File: src/rtl/mrct_pkg.sv
// shared types, codes and constants for the request credit throttle
// no dependencies; used by every other file of the block but mrct_ram
package mrct_pkg;

  // field widths
  localparam int CMD_W    = 2;
  localparam int ID_W     = 6;
  localparam int SIZE_W   = 16;
  localparam int CHARGE_W = SIZE_W + 1;
  localparam int BYTES_W  = 20;
  localparam int MAXOUT_W = 8;
  localparam int COUNT_W  = 7;
  localparam int STATUS_W = 3;
  localparam int CFG_INDEX_W = 2;

  // id space that the request_id field can name
  localparam int ID_COUNT = 2 ** ID_W;

  // default number of ids that the block tracks
  localparam int NUM_IDS_DEFAULT = 64;

  // fixed overhead charged per request, reset values, counter ceiling
  localparam logic [CHARGE_W-1:0] OVERHEAD_BYTES = CHARGE_W'(8);
  localparam logic [BYTES_W-1:0]  CAPACITY_RESET = BYTES_W'(4200);
  localparam logic [MAXOUT_W-1:0] MAX_OUT_RESET  = MAXOUT_W'(20);
  localparam logic [COUNT_W-1:0]  COUNT_LIMIT    = COUNT_W'(127);

  // command codes
  localparam logic [CMD_W-1:0] CMD_ADMIT    = 2'd0;
  localparam logic [CMD_W-1:0] CMD_COMPLETE = 2'd1;
  localparam logic [CMD_W-1:0] CMD_CLEAR    = 2'd2;

  // status codes
  localparam logic [STATUS_W-1:0] ST_GRANTED   = 3'd0;
  localparam logic [STATUS_W-1:0] ST_NO_ROOM   = 3'd1;
  localparam logic [STATUS_W-1:0] ST_COMPLETED = 3'd2;
  localparam logic [STATUS_W-1:0] ST_UNKNOWN   = 3'd3;
  localparam logic [STATUS_W-1:0] ST_DUPLICATE = 3'd4;
  localparam logic [STATUS_W-1:0] ST_CLEARED   = 3'd5;

  // configuration register indexes
  localparam logic [CFG_INDEX_W-1:0] REG_MEMORY_CAPACITY = 2'd0;
  localparam logic [CFG_INDEX_W-1:0] REG_MAX_OUTSTANDING = 2'd1;

  // one input word
  typedef struct packed {
    logic [CMD_W-1:0]  cmd;
    logic [ID_W-1:0]   request_id;
    logic [SIZE_W-1:0] required_size;
  } item_t;

  // one result word
  typedef struct packed {
    logic [STATUS_W-1:0] status;
    logic [BYTES_W-1:0]  free_memory;
    logic [COUNT_W-1:0]  outstanding_count;
  } result_t;

  // controller to datapath commands
  typedef struct packed {
    logic load;  // capture the input word and start the table read
    logic exec;  // table data is ready: decide and update the state
  } ctl_t;

endpackage

File: src/rtl/memory_and_request_credit_throttle.sv
// top level of the request credit throttle
// depends on mrct_pkg, mrct_ctrl, mrct_datapath, mrct_ram
//
// Each command word goes through two steps: capture it and read the per-id
// charge memory, then decide and update the counters. The result appears
// with done high for exactly one cycle after that, and since the receiver
// cannot stall, a new word may be started in that same cycle. The block
// accepts no new word while one is in flight. Configuration writes are
// always ready; write them only while the block is idle.
module memory_and_request_credit_throttle #(
  parameter int NUM_IDS = mrct_pkg::NUM_IDS_DEFAULT
) (
  input  logic                              clk,
  input  logic                              rst,
  input  logic                              start,
  input  mrct_pkg::item_t                   item,
  output logic                              busy,
  output logic                              done,
  output mrct_pkg::result_t                 result,
  input  logic                              cfg_valid,
  output logic                              cfg_ready,
  input  logic [mrct_pkg::CFG_INDEX_W-1:0]  cfg_index,
  input  logic [mrct_pkg::BYTES_W-1:0]      cfg_data
);

  mrct_pkg::ctl_t ctl;

  assign cfg_ready = 1'b1;

  // sequencing
  mrct_ctrl u_ctrl (
    .clk   (clk),
    .rst   (rst),
    .start (start),
    .busy  (busy),
    .done  (done),
    .ctl   (ctl)
  );

  // state and arithmetic
  mrct_datapath #(
    .NUM_IDS (NUM_IDS)
  ) u_datapath (
    .clk       (clk),
    .rst       (rst),
    .ctl       (ctl),
    .item      (item),
    .cfg_valid (cfg_valid),
    .cfg_index (cfg_index),
    .cfg_data  (cfg_data),
    .result    (result)
  );

endmodule

File: src/rtl/mrct_ram.sv
// generic single-write, single-read memory with registered read data
// no dependencies
module mrct_ram #(
  parameter int Width = 8,
  parameter int Depth = 16
) (
  input  logic                     clk,
  input  logic                     we,
  input  logic [$clog2(Depth)-1:0] waddr,
  input  logic [Width-1:0]         wdata,
  input  logic                     re,
  input  logic [$clog2(Depth)-1:0] raddr,
  output logic [Width-1:0]         rdata
);

  logic [Width-1:0] mem [Depth];

  // write port and registered read port
  always_ff @(posedge clk) begin
    if (we) begin
      mem[waddr] <= wdata;
    end
    if (re) begin
      rdata <= mem[raddr];
    end
  end

endmodule

File: src/rtl/mrct_ctrl.sv
// controller: sequences one command word through lookup and execute
// depends on mrct_pkg
module mrct_ctrl (
  input  logic             clk,
  input  logic             rst,
  input  logic             start,
  output logic             busy,
  output logic             done,
  output mrct_pkg::ctl_t   ctl
);

  typedef enum logic {
    IDLE,
    EXEC
  } state_t;

  state_t state;

  // state and result strobe
  always_ff @(posedge clk) begin
    if (rst) begin
      state <= IDLE;
      done  <= 1'b0;
    end else begin
      done <= 1'b0;
      case (state)
        IDLE: begin
          if (start) begin
            state <= EXEC;
          end
        end
        EXEC: begin
          state <= IDLE;
          done  <= 1'b1;
        end
        default: begin
          state <= IDLE;
        end
      endcase
    end
  end

  // commands to the datapath
  assign busy     = (state != IDLE);
  assign ctl.load = start && (state == IDLE);
  assign ctl.exec = (state == EXEC);

endmodule

File: src/rtl/mrct_datapath.sv
// datapath: config registers, per-id valid bits and charge table, counters
// depends on mrct_pkg and mrct_ram
module mrct_datapath #(
  parameter int NUM_IDS = mrct_pkg::NUM_IDS_DEFAULT
) (
  input  logic                                clk,
  input  logic                                rst,
  input  mrct_pkg::ctl_t                      ctl,
  input  mrct_pkg::item_t                     item,
  input  logic                                cfg_valid,
  input  logic [mrct_pkg::CFG_INDEX_W-1:0]    cfg_index,
  input  logic [mrct_pkg::BYTES_W-1:0]        cfg_data,
  output mrct_pkg::result_t                   result
);

  // only ids the input field can name need storage
  localparam int Entries = (NUM_IDS < mrct_pkg::ID_COUNT) ? NUM_IDS : mrct_pkg::ID_COUNT;
  localparam int IdxW    = $clog2(Entries);
  localparam bit AllInRange = (NUM_IDS >= mrct_pkg::ID_COUNT);

  logic [mrct_pkg::BYTES_W-1:0]  capacity;
  logic [mrct_pkg::MAXOUT_W-1:0] max_out;
  logic [mrct_pkg::BYTES_W-1:0]  occupied;
  logic [mrct_pkg::COUNT_W-1:0]  outstanding;
  logic [Entries-1:0]            entry_valid;
  logic [mrct_pkg::STATUS_W-1:0] status;

  logic [mrct_pkg::CMD_W-1:0]    cmd;
  logic [mrct_pkg::ID_W-1:0]     req_id;
  logic [mrct_pkg::CHARGE_W-1:0] need;

  logic [mrct_pkg::CHARGE_W-1:0] charge_rd;
  logic                          charge_we;
  logic [IdxW-1:0]               idx;
  logic                          in_range;
  logic                          hit;
  logic                          room;
  logic [mrct_pkg::BYTES_W:0]    occ_plus;
  logic [mrct_pkg::BYTES_W:0]    occ_minus;

  // configuration registers, always ready
  always_ff @(posedge clk) begin
    if (rst) begin
      capacity <= mrct_pkg::CAPACITY_RESET;
      max_out  <= mrct_pkg::MAX_OUT_RESET;
    end else if (cfg_valid) begin
      case (cfg_index)
        mrct_pkg::REG_MEMORY_CAPACITY: capacity <= cfg_data;
        mrct_pkg::REG_MAX_OUTSTANDING: max_out  <= cfg_data[mrct_pkg::MAXOUT_W-1:0];
        default: ;
      endcase
    end
  end

  // capture the command word, charge includes the fixed overhead
  always_ff @(posedge clk) begin
    if (ctl.load) begin
      cmd    <= item.cmd;
      req_id <= item.request_id;
      need   <= mrct_pkg::CHARGE_W'(item.required_size) + mrct_pkg::OVERHEAD_BYTES;
    end
  end

  // charge per id, read during the load cycle
  mrct_ram #(
    .Width (mrct_pkg::CHARGE_W),
    .Depth (Entries)
  ) u_charge_ram (
    .clk   (clk),
    .we    (charge_we),
    .waddr (idx),
    .wdata (need),
    .re    (ctl.load),
    .raddr (item.request_id[IdxW-1:0]),
    .rdata (charge_rd)
  );

  // lookup and admission checks
  assign idx       = req_id[IdxW-1:0];
  assign in_range  = AllInRange || (32'(req_id) < NUM_IDS);
  assign hit       = in_range && entry_valid[idx];
  assign occ_plus  = {1'b0, occupied} + (mrct_pkg::BYTES_W + 1)'(need);
  assign occ_minus = {1'b0, occupied} - (mrct_pkg::BYTES_W + 1)'(charge_rd);
  assign room      = ({1'b0, capacity} >= occ_plus)
                     && ({1'b0, outstanding} < max_out)
                     && (outstanding < mrct_pkg::COUNT_LIMIT);
  assign charge_we = ctl.exec && (cmd == mrct_pkg::CMD_ADMIT) && in_range && !hit && room;

  // state update and status
  always_ff @(posedge clk) begin
    if (rst) begin
      entry_valid <= '0;
      occupied    <= '0;
      outstanding <= '0;
      status      <= mrct_pkg::ST_UNKNOWN;
    end else if (ctl.exec) begin
      case (cmd)
        mrct_pkg::CMD_ADMIT: begin
          if (!in_range) begin
            status <= mrct_pkg::ST_UNKNOWN;
          end else if (hit) begin
            status <= mrct_pkg::ST_DUPLICATE;
          end else if (room) begin
            entry_valid[idx] <= 1'b1;
            occupied         <= occ_plus[mrct_pkg::BYTES_W-1:0];
            outstanding      <= outstanding + mrct_pkg::COUNT_W'(1);
            status           <= mrct_pkg::ST_GRANTED;
          end else begin
            status <= mrct_pkg::ST_NO_ROOM;
          end
        end
        mrct_pkg::CMD_COMPLETE: begin
          if (hit) begin
            entry_valid[idx] <= 1'b0;
            // borrow means the charge exceeds occupancy: floor at zero
            occupied <= occ_minus[mrct_pkg::BYTES_W] ? '0
                                                     : occ_minus[mrct_pkg::BYTES_W-1:0];
            if (outstanding != '0) begin
              outstanding <= outstanding - mrct_pkg::COUNT_W'(1);
            end
            status <= mrct_pkg::ST_COMPLETED;
          end else begin
            status <= mrct_pkg::ST_UNKNOWN;
          end
        end
        mrct_pkg::CMD_CLEAR: begin
          entry_valid <= '0;
          occupied    <= '0;
          outstanding <= '0;
          status      <= mrct_pkg::ST_CLEARED;
        end
        default: begin
          status <= mrct_pkg::ST_UNKNOWN;
        end
      endcase
    end
  end

  // result word: free memory floored at zero
  assign result.status            = status;
  assign result.free_memory       = (capacity > occupied) ? capacity - occupied : '0;
  assign result.outstanding_count = outstanding;

endmodule

File: config.mk
export PLATFORM = sky130hd
export DESIGN_NAME = memory_and_request_credit_throttle
export DESIGN_NICKNAME = d
export VERILOG_FILES = /design/src/rtl/mrct_pkg.sv /design/src/rtl/memory_and_request_credit_throttle.sv /design/src/rtl/mrct_ram.sv /design/src/rtl/mrct_ctrl.sv /design/src/rtl/mrct_datapath.sv
export SDC_FILE = /design/constraint.sdc
export NUM_CORES = 1
export LEC_CHECK = 0
export BUFFER_PORTS_ARGS = -buffer_cell sky130_fd_sc_hd__buf_2
export CELL_PAD_IN_SITES_DETAIL_PLACEMENT = 1
export CELL_PAD_IN_SITES_GLOBAL_PLACEMENT = 2
export CORE_ASPECT_RATIO = 1.5
export CORE_MARGIN = 5
export CORE_UTILIZATION = 48
export CTS_CLUSTER_SIZE = 10
export DETAILED_ROUTE_END_ITERATION = 8
export HOLD_SLACK_MARGIN = 0.08
export PLACE_DENSITY_LB_ADDON = 0.1
export SETUP_SLACK_MARGIN = 0.3
export SLEW_MARGIN = 20
export SYNTH_ARGS = -nofsm -noshare
export SYNTH_HDL_FRONTEND = slang
export SYNTH_HIERARCHICAL = 1
export SYNTH_SLANG_ARGS = --single-unit
File: constraint.sdc
create_clock -name clk -period 7.6 [get_ports clk]
set_input_delay 1.14 -clock clk [delete_from_list [all_inputs] [get_ports clk]]
set_output_delay 1.14 -clock clk [all_outputs]
set_load 0.05 [all_outputs]
Yosys cells after proc, flatten, opt, wreduce, memory -nomap -nowiden
Memories as Yosys holds them, arrays and structs flattened. A register that Yosys moved wholly into a read port is not among the register bits.
Index checks and enable logic that the tools add are counted.
{"block": "totals", "output_inout_bits": 33, "wordCells": 79, "ff_bits": 149, "n_memories": 1, "ram_bits": 1088, "in_bits": 50}
{"name": "u_datapath.u_charge_ram.mem", "depth": 64, "width": 17, "read_ports": 1, "rd_clocked_by_memory_dff": 1, "wr": 1, "line_no": "mrct_ram.sv:16", "rtl": "logic [Width-1:0] mem [Depth];"}
{"block": "classes", "eq_ne": 7, "n_reduce_logical": 16, "addsub": 6, "muxes": 28, "bitwise_logic": 4, "order_cmp": 6}
{"op": "$mux W64", "count": 3}
{"op": "$pmux W64 S3", "count": 1}
{"op": "$mux W20", "count": 5}
{"op": "$and A64 B64 Y64", "count": 1}
{"op": "$not A64 Y64", "count": 1}
{"op": "$or A64 B64 Y64", "count": 1}
{"op": "$pmux W20 S3", "count": 1}
{"op": "$mux W7", "count": 4}
{"op": "$add A20 B17 Y21", "count": 1}
{"op": "$ge A20 B21 Y1", "count": 1}
{"op": "$pmux W7 S3", "count": 1}
{"op": "$sub A20 B17 Y21", "count": 1}
{"op": "$gt A20 B20 Y1", "count": 1}
{"op": "$sub A20 B20 Y20", "count": 1}
{"op": "$add A16 B4 Y17 const B", "count": 1}
{"op": "$pmux W3 S3", "count": 1}
{"op": "$lt A7 B8 Y1", "count": 1}
{"op": "$mux W1", "count": 8}
{"op": "$add A7 B1 Y7 const B", "count": 1}
{"op": "$logic_and A1 B1 Y1", "count": 7}
{"op": "$lt A6 B7 Y1 const B", "count": 1}
{"op": "$lt A7 B7 Y1 const B", "count": 1}
{"op": "$reduce_bool A7 Y1", "count": 1}
{"op": "$sub A7 B1 Y7 const B", "count": 1}
{"op": "16 further kinds", "count": 21}

Logic depth before layout (Yosys ltp)
Gate-level depths: netlist (run 1).
{"block": "logic_depth", "word_depth": 8, "depth_mapped": 22, "depth_no_buf": 20}

Hierarchy
The synthesis (run 1) kept the hierarchy.
{"mod": "mrct_ram", "area_per_inst_um2": 42514.5, "instances": 1, "seq_area_each_um2": 33181.8, "cells_each": 1953}
{"mod": "mrct_datapath", "area_per_inst_um2": 10791.6, "instances": 1, "seq_area_each_um2": 3193.1, "cells_each": 1284}
{"mod": "mrct_ctrl", "area_per_inst_um2": 75.1, "instances": 1, "seq_area_each_um2": 40.0, "cells_each": 6}
{"mod": "memory_and_request_credit_throttle", "area_per_inst_um2": 11.3, "instances": 1, "seq_area_each_um2": 0.0, "cells_each": 2}

Worst setup path after synthesis (run 1)
Ideal clock, no wire load.
{"block": "synth_timing", "kind": "reg2reg", "start": "register u_datapath/need[0] (netlist bit)", "end": "memory u_datapath/u_charge_ram/mem[48][0] (netlist bit), enable pin", "required_ps": 7188, "n_path_buf": 0, "arrival_time_ps": 5734, "setup_time_ps": 412, "period_less_slack_ps": 6147, "path_stages_with_launch": 21, "slack_ps": 1453, "path_cell_list": "edfxtp_1 ha_1 inv_1 fa_1 nor2b_1 o31a_1 o211ai_1 a211oi_1 o21ai_0 xnor2_1 ha_1 o21a_1 o21a_1 o22ai_1 a211oi_1 o21a_1 nand4_2 nor2_1 nor2b_1 nand4b_1 nor3_1"}
{"block": "synth_between", "elab_chain_len": 7}
{"element": "start, declared", "line_no": "mrct_datapath.sv:30", "rtl": "logic [mrct_pkg::CHARGE_W-1:0] need;"}
{"element": "start signal, assigned", "line_no": "mrct_datapath.sv:60", "rtl": "need <= mrct_pkg::CHARGE_W'(item.required_size) + mrct_pkg::OVERHEAD_BYTES;"}
{"element": "$add A20 B17 Y21", "line_no": "mrct_datapath.sv:82", "rtl": "assign occ_plus = {1'b0, occupied} + (mrct_pkg::BYTES_W + 1)'(need);"}
{"element": "$ge A20 B21 Y1", "line_no": "mrct_datapath.sv:84", "rtl": "assign room = ({1'b0, capacity} >= occ_plus)"}
{"element": "$logic_and A1 B1 Y1", "line_no": "mrct_datapath.sv:85", "rtl": "&& ({1'b0, outstanding} < max_out)"}
{"element": "$logic_and A1 B1 Y1", "line_no": "mrct_datapath.sv:86", "rtl": "&& (outstanding < mrct_pkg::COUNT_LIMIT);"}
{"element": "$logic_and A1 B1 Y1", "line_no": "mrct_datapath.sv:87", "rtl": "assign charge_we = ctl.exec && (cmd == mrct_pkg::CMD_ADMIT) && in_range && !hit && room;"}
{"element": "via u_datapath.charge_we", "line_no": "mrct_datapath.sv:33", "rtl": "logic charge_we;"}
{"element": "$mux W1", "line_no": "mrct_ram.sv:20", "rtl": "if (we) begin"}
{"element": "$mux W1 (implied by the code)", "line_no": "mrct_ram.sv:21", "rtl": "mem[waddr] <= wdata;"}
{"element": "end, declared", "line_no": "mrct_ram.sv:16"}
The timed path passes the listed nets, and every way through them passes these cells.

Final worst setup path (run 1)
{"block": "layout_timing", "start": "register u_datapath/need[0] (netlist bit)", "end": "memory u_datapath/u_charge_ram/mem[32][16] (netlist bit), enable pin"}
Same word-level chain as after synthesis.

==> out/metrics.yaml, run 1 <==
min_path_type: "flip-flop to flip-flop"
final_nets: 3550
total_number_of_vias: 30600
clk_pin_slew_worst_paths_ns: 0.06
timing.final.crit_share_pct: 81.6
total_leakage_power_nw: 19.6
post_synth_instance_area_um2: 53400
ctsRootBufferMaster: "sky130_fd_sc_hd__clkbuf_16"
ff2ff_path_depth: 22
whs_endpoint: "u_datapath/entry_valid[26]"
netlist-cell-type-count: 78
drtPass1Iterations: 5
clock.fmax_mhz: 161
place.port_buffers: 81
area_growth_syn_to_layout_pct: 11.8
synth_edf_count: 1130
worst_r2r_endpoint: "u_datapath/u_charge_ram/mem[32][16]"
finalHoldViolations: 0
worstPathBufferInverterCount: 3
synth_fp_nets: 3389
worst_path_dominant_cell_family: "compound AO/OA/AOI/OAI gates"
yosys_warnings: 6
layout_commonest_cell: "sky130_fd_sc_hd__edfxtp_1"
critPathKind: "flip-flop to flip-flop"
grt_setup_unrepaired: "false"
worstPathRequired_ns: 8.02
peak_per_stage_delay_on_the_critical_path_ns: 0.60
synthesis.instances: 3245
r2r_start: "u_datapath/need[0]"
timing.setup.tns_ns: 0
crit_fanout: 17
minimum_setup_slack_after_placement_ns: 1.46
max-cap-violations: 0
endpoint_kind: "flip-flop"
routabilityCongestion: 0.894
drc: 0
detailedRoute.firstIterationViolations: 2385
grt_antenna_before_repair: 11
worst_setup_path_startpoint: "u_datapath/need[0]"
io_pins: 83
async_reset_ff_share_pct: 0
grt_max_degree: 115
power.ir.vdd_worst_v: 0.000198
setup-violations-final: 0
ff2ff_setup_slack_ns: 1.40
cpMostUsedCell: "sky130_fd_sc_hd__o21a_1"
wl_per_cell_um: 32.5
postRouteAntennaNets: 0
die_width_um: 282
ys_seq_elements: 1254
clock_period_minus_final_worst_setup_slack_ns: 6.20
startpoint_of_the_worst_hold_path: "u_datapath/entry_valid[26]"
cts.path.max_buffers: 3
cts_max_level: 4
grt_use_total_pct: 26.9
postCtsSetupRepairBufs: 0
start_kind: "flip-flop"
tritoncts.num_buffers: 144
worstSkewPairLatency_ns: 0.77
cts_hold_repair.buffers: 0
powerDensity_nw_per_um2: 253
synth_area_per_cell_um2: 16.5
hpwl_um: 104000
maxSlewViolCount: 0
cp_data_arrival_time_ns: 6.62
overflow_after_grt: 0
grt_pass1_wl_um: 230000
fp.dieArea_um2: 118000
ys_seq_area_share_pct: 68.2
worst-slew-pin-transition_ns: 1.36
post_detailed_routing_wire_length_um: 159000
hold_path_depth: 2
vias_per_cell: 6.25
die_h_um: 418
postSynth.topFlopCell: "sky130_fd_sc_hd__edfxtp_1"
first_global_vias: 32500
fillerInstances: 10200
run_status: "complete, no violations"
finalWorstSetupSlack_ns: 1.40
most-common-layout-cells: "1130 x sky130_fd_sc_hd__edfxtp_1, 224 x sky130_fd_sc_hd__mux4_2, 172 x sky130_fd_sc_hd__nor2_1"
final_util_pct: 53.8
ctsResizeCount: 0
slew_headroom_pct: 9.21
design.core.area_um2: 111000
worstPathCellList: "ha_1, inv_1, fa_1, nor2b_1, o31a_1, o211ai_1, a211oi_1, o21ai_0, xnor2_1, ha_1, o21a_1, o21a_1, o22ai_1, a211oi_1, o21a_1, nand4_2, nor2_1, buf_4, nor2b_1, nand2_1, nor2_1, buf_4"
floorplan.initialDensity_pct: 48.1
post_route_cells_drive_above_1_share_pct: 20.2
finClkSkew_ns: 0.0390
cp_slowest_cell: "sky130_fd_sc_hd__nand2_1"
clock-sinks: 1254
num_rows: 150
tritoncts: "built"
registers in the layout, summed over array words and instances, names as in the netlist:
name                           count
u_datapath/need                   17
u_datapath/cmd                     2
u_datapath/capacity               20
u_datapath/occupied               20
u_ctrl/done                        1
u_datapath/status                  3
u_datapath/max_out                 8
u_datapath/u_charge_ram/mem     1088
u_datapath/entry_valid            64
u_datapath/idx                     6
u_ctrl/busy                        1
u_datapath/u_charge_ram/rdata     17
u_datapath/outstanding             7
final cells by class:
type,instances,area [µm²],area share [%]
clock inverter,12,174,0.291
inverter,129,484,0.811
clock buffer,176,3840,6.43
antenna,9,22.5,0.0377
multi-input combinational,1665,15500,26.0
timing repair buffer,212,1470,2.46
sequential,1254,36400,61.0
tap,1444,1810,3.03
stage by stage:
step	power [mW]	hold WS, ns	instances	cell area [µm²]
4_1_cts	15.2	0.471	4892	59700
3_3_place_gp	9.03	0.453	4704	55600
2_1_floorplan	8.57	0.436	3245	53400
5_1_grt	15.6	0.483	4898	59700
3_5_place_dp	9.07	0.462	4704	55700
6_report	15.1	0.469	4901	59700
worst max path at each step:
stage                                           to  slack [ns]  cells after the start
2_1_floorplan   u_datapath/u_charge_ram/mem[48][0]        1.45                     20
3_3_place_gp   u_datapath/u_charge_ram/mem[24][11]        1.64                     22
3_5_place_dp    u_datapath/u_charge_ram/mem[32][9]        1.46                     22
4_1_cts         u_datapath/u_charge_ram/mem[32][0]        1.43                     22
5_1_grt         u_datapath/u_charge_ram/mem[40][2]        1.07                     22
6_report       u_datapath/u_charge_ram/mem[32][16]        1.40                     22
worst register-to-register path: stages (launching register included):
cell and delay, ns:
sky130_fd_sc_hd__edfxtp_1 0.46, sky130_fd_sc_hd__ha_1 0.22, sky130_fd_sc_hd__inv_1 0.06, sky130_fd_sc_hd__fa_1 0.41
sky130_fd_sc_hd__nor2b_1 0.16, sky130_fd_sc_hd__o31a_1 0.24, sky130_fd_sc_hd__o211ai_1 0.22, sky130_fd_sc_hd__a211oi_1 0.47
sky130_fd_sc_hd__o21ai_0 0.27, sky130_fd_sc_hd__xnor2_1 0.18, sky130_fd_sc_hd__ha_1 0.32, sky130_fd_sc_hd__o21a_1 0.16
sky130_fd_sc_hd__o21a_1 0.14, sky130_fd_sc_hd__o22ai_1 0.08, sky130_fd_sc_hd__a211oi_1 0.23, sky130_fd_sc_hd__o21a_1 0.19
sky130_fd_sc_hd__nand4_2 0.15, sky130_fd_sc_hd__nor2_1 0.17, sky130_fd_sc_hd__buf_4 0.19, sky130_fd_sc_hd__nor2b_1 0.32
sky130_fd_sc_hd__nand2_1 0.60, sky130_fd_sc_hd__nor2_1 0.29, sky130_fd_sc_hd__buf_4 0.30
power breakdown:
group          total, mW  leakage, nW  internal (mW)  switching, mW
Combinational       1.31         6.49          0.397          0.918
Sequential          7.60         11.2           7.56         0.0387
Clock               6.18         1.96           3.56           2.62
synthesized netlist by cell type, types with 8 or more instances:
cell type | n | area (µm²)
sky130_fd_sc_hd__o21ai_0 | 107 | 536
sky130_fd_sc_hd__nor3_1 | 13 | 65.1
sky130_fd_sc_hd__or3_1 | 71 | 444
sky130_fd_sc_hd__a221oi_2 | 46 | 691
sky130_fd_sc_hd__and3_1 | 21 | 131
sky130_fd_sc_hd__nand2_1 | 115 | 432
sky130_fd_sc_hd__o21bai_1 | 8 | 60.1
sky130_fd_sc_hd__clkbuf_1 | 107 | 402
sky130_fd_sc_hd__o221ai_1 | 11 | 96.3
sky130_fd_sc_hd__a21o_1 | 22 | 165
sky130_fd_sc_hd__inv_1 | 129 | 484
sky130_fd_sc_hd__a21oi_1 | 96 | 480
sky130_fd_sc_hd__a211oi_1 | 51 | 383
sky130_fd_sc_hd__edfxtp_1 | 1130 | 33900
sky130_fd_sc_hd__o21a_1 | 14 | 105
sky130_fd_sc_hd__a221oi_1 | 66 | 578
sky130_fd_sc_hd__mux4_2 | 224 | 5040
sky130_fd_sc_hd__o211ai_1 | 9 | 67.6
sky130_fd_sc_hd__a22oi_1 | 65 | 488
sky130_fd_sc_hd__buf_2 | 44 | 220
sky130_fd_sc_hd__mux2_2 | 16 | 180
sky130_fd_sc_hd__xor2_1 | 27 | 236
sky130_fd_sc_hd__nand2b_1 | 17 | 106
sky130_fd_sc_hd__buf_6 | 17 | 191
sky130_fd_sc_hd__nand4_1 | 11 | 68.8
sky130_fd_sc_hd__nand3_1 | 42 | 210
sky130_fd_sc_hd__nand3b_1 | 14 | 105
sky130_fd_sc_hd__xnor2_1 | 34 | 298
sky130_fd_sc_hd__o22ai_1 | 15 | 93.8
sky130_fd_sc_hd__ha_1 | 90 | 1130
sky130_fd_sc_hd__buf_4 | 19 | 143
sky130_fd_sc_hd__and4_1 | 11 | 96.3
sky130_fd_sc_hd__nor2_1 | 181 | 679
sky130_fd_sc_hd__nor2b_1 | 37 | 231
sky130_fd_sc_hd__mux2i_1 | 138 | 1380
sky130_fd_sc_hd__dfxtp_1 | 124 | 2480
metal layers:
metal | track usage (%) | wire, µm
met1 | 31.8 | 58100
met5 | 0 | 52
met2 | 48.0 | 84300
met3 | 4.18 | 7830
met4 | 13.0 | 8920
logic make-up (layout without fill, tap and decap cells):
family                   count (synthesis)  count (layout)  share of synthesized area (%)
flip-flops                            1254            1254                           68.2
AND/OR/NAND/NOR                        572             572                           5.40
AO/OA/AOI/OAI                          559             559                           7.80
multiplexers                           378             378                           12.4
buffers and inverters                  326             529                           2.96
adder cells (fa/ha/maj)                 94              94                           2.26
XOR/XNOR                                61              61                           1.00
other                                    1              10                        0.00702
(Power assumes the default switching activity.)
==> inputs of run 2 (changes only) <==
- clock period: 7.6 -> 6.1 ns (I/O delays scaled with it)
==> out/metrics.yaml, run 2 (synthesized netlist as in run 1, its figures left out) <==
worstSkewPairLatency_ns: 0.76  # about the same
clk_pin_slew_worst_paths_ns: 0.05  # about the same
crit_fanout: 17  # unchanged
most-common-layout-cells: "1130 x sky130_fd_sc_hd__edfxtp_1, 224 x sky130_fd_sc_hd__mux4_2, 167 x sky130_fd_sc_hd__nor2_1"
design.core.area_um2: 111000  # unchanged
cpMostUsedCell: "sky130_fd_sc_hd__buf_4"
grt_setup_unrepaired: "true"
slew_headroom_pct: 9.58  # +0.37 points
run_status: "complete, no violations"
place_area_um2: 55800  # +0.16%
worstPathRequired_ns: 6.59  # -1.43 ns
worstPathBufferInverterCount: 6  # +3
final_nets: 3562  # +0.34%
worstPathCellList: "ha_1, a21oi_1, o21ai_0, nor4_1, a211oi_2, buf_4, a21boi_0, buf_4, nor2_1, xnor2_1, ha_1, a2111o_1, a211oi_1, inv_1, a311o_1, nand4_2, nor2_1, buf_4, nor2b_2, nand2_1, buf_4, nor2_1, buf_4"
overflow_after_grt: 0  # unchanged
detailedRoute.firstIterationViolations: 2773  # +16%
grt_pass1_wl_um: 230000  # about the same
largest_reg_flops: 1088  # unchanged
start_kind: "flip-flop"
max-cap-violations: 0  # unchanged
finClkSkew_ns: 0.0266  # -0.0123 ns
postRouteAntennaNets: 0  # unchanged
top_regs: "u_datapath/u_charge_ram/mem x1088, u_datapath/entry_valid x64"
post_route_cells_drive_above_1_share_pct: 21.0  # +0.81 points
cp_slowest_cell: "sky130_fd_sc_hd__edfxtp_1"
clock_period_minus_final_worst_setup_slack_ns: 5.57  # -0.628 ns
place.port_buffers: 81  # unchanged
grt_use_total_pct: 26.8  # -0.15 points
grt_max_degree: 92  # -20%
fp.dieArea_um2: 118000  # unchanged
post_detailed_routing_wire_length_um: 158000  # -0.42%
stdcell_area_um2: 59900  # +0.39%
routabilityCongestion: 0.905  # +1.3%
io_pins: 83  # unchanged
power.ir.vdd_worst_v: 0.000222  # +12%
hpwl_um: 103000  # -1.0%
peak_per_stage_delay_on_the_critical_path_ns: 0.52  # -0.08 ns
maxSlewViolCount: 0  # unchanged
grt_antenna_before_repair: 8  # -3
timing.setup.tns_ns: 0  # unchanged
drc: 0  # unchanged
worst-slew-pin-transition_ns: 1.36  # -0.00549 ns
total_leakage_power_nw: 19.7  # +0.34%
power_mw: 18.8  # +24%
clock-sinks: 1254  # unchanged
drtPass1Iterations: 7  # +2
min_path_type: "input port to flip-flop"
total_number_of_vias: 30800  # +0.46%
die_h_um: 418  # unchanged
num_rows: 150  # unchanged
setup-violations-final: 0  # unchanged
cts.path.max_buffers: 3  # unchanged
critPathKind: "flip-flop to flip-flop"
tritoncts: "built"
finalHoldViolations: 0  # unchanged
powerDensity_nw_per_um2: 313  # +24%
timing.final.crit_share_pct: 91.4  # +9.8 points
vias_per_cell: 6.28  # +0.40%
die_width_um: 282  # unchanged
cp_data_arrival_time_ns: 6.07  # -0.55 ns
area_growth_syn_to_layout_pct: 12.3
wl_per_cell_um: 32.3  # -0.49%
cts_hold_repair.buffers: 0  # unchanged
cts_max_level: 4  # unchanged
first_global_vias: 32800  # +0.73%
registers.top_by_ff_count: "u_datapath/u_charge_ram/mem"
tritoncts.num_buffers: 144  # unchanged
floorplan.initialDensity_pct: 48.1  # unchanged
layout_commonest_cell: "sky130_fd_sc_hd__edfxtp_1"
worst_path_dominant_cell_family: "compound AO/OA/AOI/OAI gates"
endpoint_kind: "flip-flop"
ctsRootBufferMaster: "sky130_fd_sc_hd__clkbuf_16"
clock.fmax_mhz: 179  # +11%
## run 2: worst paths after layout
kind / from / endpoint / slack, ns / cells after the start
hold / removal: item[22] / u_datapath/cmd[0] / 0.34 / 1
hold reg to reg: u_datapath/entry_valid[49] / u_datapath/entry_valid[49] / 0.47 / 2
setup reg to reg: u_datapath/need[14] / u_datapath/u_charge_ram/mem[20][5] / 0.53 / 23
setup / recovery: u_datapath/need[14] / u_datapath/u_charge_ram/mem[20][5] / 0.53 / 23
## run 2: per-stage QoR
step / setup slack (ns) / cells / hold slack, ns / util, %
after floorplan: 0.301 / 3245 / 0.436 / -
after global placement: 0.162 / 4709 / 0.454 / 50.2
after detailed placement: 0.173 / 4711 / 0.461 / 50.3
after CTS: 0.281 / 4892 / 0.275 / 53.9
after global routing: 0.248 / 4903 / 0.286 / 54.0
final: 0.527 / 4904 / 0.337 / 54.0
## run 2: timing repair
action	CTS	global route
resized for setup	7	19
gates cloned	0	1
setup buffers	0	4
endpoints found under the setup margin	96	573
pin swaps	0	3
## run 2: per-layer routing
metal	share of wire (%)	GRT usage, %	up-vias	routed length (µm)
li1	-	-	13200	-
met1	37	32.4	16300	59200
met2	52	47.2	970	82900
met3	4.7	4.15	287	7430
met4	5.6	12.3	10	8800
met5	0.043	0	-	68
## run 2: where the power goes
part           total (mW)  switching [mW]  leakage, nW  internal, mW
Sequential           9.48          0.0525         11.2          9.43
Clock                7.65            3.30         1.95          4.35
Combinational        1.64            1.14         6.57         0.500
## run 2: area by class of cell
cell class	count	area, µm²
well taps	1444	1810
diodes	7	17.5
flip-flops and latches	1254	36400
inverters	129	484
fillers	10100	51000
clock inverters	17	293
repair buffers	224	1600
clock buffers	164	3720
multi-input cells	1665	15600
